**src/hdl/sfrt_pkg.sv**
```systemverilog
package sfrt_pkg;

   typedef enum logic [1:0] {
      ACT_POINT  = 2'd0,
      ACT_ANGLE  = 2'd1,
      ACT_LENGTH = 2'd2,
      ACT_NONE   = 2'd3
   } action_type;

   localparam int unsigned CSR_IDX_BITS = 3;
   localparam logic [CSR_IDX_BITS-1:0] CSR_SCALE_MUL = 3'd0;
   localparam logic [CSR_IDX_BITS-1:0] CSR_SCALE_DIV = 3'd1;
   localparam logic [CSR_IDX_BITS-1:0] CSR_FLIP      = 3'd2;
   localparam logic [CSR_IDX_BITS-1:0] CSR_ROT_SIN   = 3'd3;
   localparam logic [CSR_IDX_BITS-1:0] CSR_ROT_COS   = 3'd4;
   localparam logic [CSR_IDX_BITS-1:0] CSR_ORIGIN_X  = 3'd5;
   localparam logic [CSR_IDX_BITS-1:0] CSR_ORIGIN_Y  = 3'd6;

   // scaled value width: 34-bit delta * 16-bit mul
   localparam int unsigned PROD_BITS = 51;
   localparam int unsigned DIV_BITS  = 15;

   typedef struct packed {
      logic       flip;
      logic [1:0] act;
      logic       derr;
   } ctl_type;

endpackage

```
**src/hdl/sfrt_div.sv**
```systemverilog
// Pipelined restoring divider on magnitudes, one quotient bit per stage.
// Truncates toward zero. Zero divisor gives garbage; caller masks it.
module sfrt_div (
   input  logic                                clock,
   input  logic                                reset,
   input  logic                                in_valid,
   input  logic signed [sfrt_pkg::PROD_BITS-1:0] in_num,
   input  logic [sfrt_pkg::DIV_BITS-1:0]       in_den,
   output logic                                out_valid,
   output logic signed [sfrt_pkg::PROD_BITS-1:0] out_quo
);
   localparam int unsigned N = sfrt_pkg::PROD_BITS;
   localparam int unsigned D = sfrt_pkg::DIV_BITS;

   logic [N:0]     v_ff   ;
   logic [N-1:0]   q_ff   [N+1];
   logic [D:0]     r_ff   [N+1];
   logic [D-1:0]   d_ff   [N+1];
   logic [N:0]     neg_ff;

   logic [N-1:0] mag;
   assign mag = in_num[N-1] ? N'(-in_num) : N'(in_num);

   always_ff @(posedge clock) begin
      if (reset) begin
         v_ff <= '0;
      end else begin
         v_ff <= {v_ff[N-1:0], in_valid};
      end
   end

   always_ff @(posedge clock) begin
      q_ff[0]   <= mag;
      r_ff[0]   <= '0;
      d_ff[0]   <= in_den;
      neg_ff[0] <= in_num[N-1];
      for (int i = 0; i < N; i++) begin
         logic [D+1:0] t;
         t = {r_ff[i], q_ff[i][N-1]};
         if (t >= {2'b00, d_ff[i]}) begin
            r_ff[i+1] <= (D+1)'(t - {2'b00, d_ff[i]});
            q_ff[i+1] <= {q_ff[i][N-2:0], 1'b1};
         end else begin
            r_ff[i+1] <= t[D:0];
            q_ff[i+1] <= {q_ff[i][N-2:0], 1'b0};
         end
         d_ff[i+1]   <= d_ff[i];
         neg_ff[i+1] <= neg_ff[i];
      end
   end

   assign out_valid = v_ff[N];
   assign out_quo   = neg_ff[N] ? -$signed(q_ff[N]) : $signed(q_ff[N]);
endmodule
```
**config.mk**
```make
export PLATFORM = sky130hd
export DESIGN_NAME = sfrt_div
export DESIGN_NICKNAME = d
export VERILOG_FILES = /design/src/hdl/sfrt_pkg.sv /design/src/hdl/sfrt_div.sv
export SDC_FILE = /design/constraint.sdc
export NUM_CORES = 2
export LEC_CHECK = 0
export ABC_CLOCK_PERIOD_IN_PS = 7000
export BUFFER_PORTS_ARGS = -buffer_cell sky130_fd_sc_hd__buf_4
export CAP_MARGIN = 20
export CORE_MARGIN = 3
export CORE_UTILIZATION = 55
export CTS_BUF_LIST = sky130_fd_sc_hd__clkbuf_16
export DETAILED_ROUTE_END_ITERATION = 12
export HOLD_SLACK_MARGIN = 0.1
export PLACE_DENSITY_LB_ADDON = 0.05
export SYNTH_ARGS = -nofsm -noshare
export SYNTH_HDL_FRONTEND = slang
export SYNTH_MEMORY_MAX_BITS = 65536
export SYNTH_SLANG_ARGS = --single-unit
```
**constraint.sdc**
```tcl
create_clock -name clock -period 7 [get_ports clock]
set_input_delay 1.4 -clock clock [delete_from_list [all_inputs] [get_ports clock]]
set_output_delay 1.4 -clock clock [all_outputs]
set_load 0.1 [all_outputs]
```
==> flow_summary.ini <==
[outcome]
status = finished, final reports clean

[logic_synthesis]
synth_ff_type = dfxtp_1
synth-xor-area-share = 0.0403
syn_inst = 11808
synth_compound_area_frac = 0.106
synth_cell_types = 78
synth_seq_cells = 4321
ys_seq_area_frac = 0.641
synth_edf_count = 0
avgSynthCellArea_um2 = 11.4
syn_area_mm2 = 0.135
synth-simple-area-share = 0.0830
async_reset_ff_frac = 0
synth_nets = 12680
muxShareOfSynthArea = 0.0203
yosysWarnings = 0
synth_top_family_by_area = compound AO/OA/AOI/OAI gates
synthAdderAreaFrac = 0.0771

[die]
die-area_mm2 = 0.252
ios = 121
start_util = 0.554
rows = 181
die_h_um = 502
core_mm2 = 0.244
die_x_um = 502

[timing]
fmax_mhz = 178
setup_viol = 0
finalCriticalPeriod_ns = 5.62
worst_pin_slew_ns = 1.12
relSlewSlack = 0.248
drv_slew = 0
hold_violations = 0
period_share = 0.803
finalClockSkew_ns = 0.0895
rsz0062_at_grt = false
setup_tns_ns = 0

[route]
routed-via-count = 79864
drt-total-wl_mm = 246
drtIter0Drc = 4107
firstDrtPassIters = 5
viasPerCell = 5.06
wire_per_inst_um = 15.6
drc = 0
drtAntennaViolNets = 0

[power_and_ir_drop]
ir_drop_mv = 0.333
power_density_mw_per_mm2 = 480
p_leak_nw = 67.8
finalPower_mw = 73.6

[clock_network]
cts_sinks = 4321
postCtsSetupRepairBufs = 0
clk_pin_slew_ns = 0.06
clock_latency_ns = 0.97
cts.repair.resized = 0
cts_tree = built
clock_path_buffers = 4
root_buffer = clkbuf_16
postCtsHoldBufs = 0
numCtsBuffers = 414
h-tree-depth = 5

[grt]
grt_use_met1 = 0.262
grt_start_max_net_pins = 53
grt_pass1_wl_mm = 400
busiest_layer = met2
grt-ovfl-total = 0
grt_antenna_before_repair = 11
grtUsageMet3 = 0.0275
use_met2 = 0.313
grt_usage = 0.193
grt_pass1_vias = 78212

[hold_path]
hold_class = register to register

[layout]
fin_area_mm2 = 0.153
n_fill_cell = 19183
drive_above_1_share = 0.0842
final_cell_mix = 4321 x dfxtp_1, 1076 x inv_1, 754 x ha_1
layout_commonest_cell = dfxtp_1
multi_input_area_mm2 = 0.0442
seqCellArea_mm2 = 0.0865
syn_to_final_growth_pct = 13.5
nNetsFinal = 13095

[placed_design]
port-buffer-count = 120
placed_area_mm2 = 0.140
dpl.hpwl_mm = 180
place_congestion = 0.910

[critical_path]
worst-endpoint-required_ns = 5.60
crit_path_end_kind = output pin
critPathLaunchType = register
cp.arrival_ns = 4.22
worstSetupPathType = register to output pin
crit_fanout = 6

[run]
cap_violations = 0
critical path, cell delays in order, from the launching register on:
cell and delay (ns):
dfxtp_1 0.35, or4_1 0.53, or4_1 0.56, or4_1 0.60, or4_1 0.46, o31ai_1 0.25
xnor2_1 0.20, buf_4 0.34
cell families after synthesis:
kind of cell	Yosys count
AO/OA/AOI/OAI	2314
XOR/XNOR	622
adder cells (fa/ha/maj)	803
buffers and inverters	1173
flip-flops	4321
multiplexers	248
AND/OR/NAND/NOR	2327
per-layer routing:
| metal | up-vias | wire length (um) |
|---|---|---|
| met1 | 37013 | 116000 |
| met5 | - | 13 |
| li1 | 40732 | - |
| met2 | 1607 | 112000 |
| met4 | 2 | 7760 |
| met3 | 510 | 10000 |
synthesized netlist by cell type, drive strengths merged (33+ instances only):
cell	count	share of area
o21a	159	0.0088
nand2	630	0.018
and3	62	0.0029
o21bai	47	0.0026
ha	754	0.070
nor4	35	0.0017
dfxtp	4321	0.64
nand3	120	0.0044
a2111oi	41	0.0027
fa	49	0.0073
o41ai	33	0.0022
or2	45	0.0021
a21oi	681	0.025
nand4	109	0.0051
clkbuf	151	0.0042
mux2i	46	0.0034
o211ai	45	0.0025
o31ai	87	0.0048
a31oi	61	0.0028
nor2b	211	0.0098
or3	95	0.0044
o21ai	664	0.025
xor2	225	0.015
xnor2	397	0.026
o31a	39	0.0025
a211oi	80	0.0044
mux2	202	0.017
a21boi	35	0.0019
inv	1008	0.028
nor2	614	0.017
a21o	185	0.010
nor3	179	0.0066
nand2b	129	0.0060
layout make-up:
type / instances / share of cell area
Tap cell: 3202 / 0.0261
Antenna cell: 33 / 0.000539
Timing Repair Buffer: 158 / 0.00791
Multi-Input combinational cell: 6314 / 0.289
Sequential cell: 4321 / 0.564
Inverter: 1014 / 0.0248
Clock buffer: 414 / 0.0676
Clock inverter: 336 / 0.0199
flip-flops by register name (all words and copies together) (netlist names):
name and cells:
d_ff 765, v_ff 52, q_ff 2652, r_ff 800, neg_ff 52
stage by stage:
stage	instances	setup slack [ns]	hold slack, ns	utilization
global placement	15005	2.29	0.309	0.573
floorplan	11808	2.27	0.310	-
global route	15790	1.19	0.241	0.629
detailed placement	15005	2.26	0.312	0.573
finish	15792	1.38	0.251	0.629
CTS	15755	1.28	0.238	0.628
where the power goes:
part / internal (mW) / switching [mW] / total (mW)
logic: 8.87 / 11.1 / 19.9
clock network: 12.6 / 8.93 / 21.5
registers: 30.0 / 2.24 / 32.2
total: 51.4 / 22.2 / 73.6
final timing paths:
| kind | from | to | slack [ns] | cells past startpoint |
|---|---|---|---|---|
| worst max-delay path | q_ff[1][982]$_DFF_P_ | out_quo[26] | 1.38 | 7 |
| worst min-delay path | q_ff[0][161]$_DFF_P_ | q_ff[0][213]$_DFF_P_ | 0.25 | 0 |
| worst max register to register | d_ff[1][59]$_DFF_P_ | r_ff[4][68]$_DFF_P_ | 3.35 | 7 |
| worst min register to register | q_ff[0][161]$_DFF_P_ | q_ff[0][213]$_DFF_P_ | 0.25 | 0 |
Power figures use the tool's default switching activity.
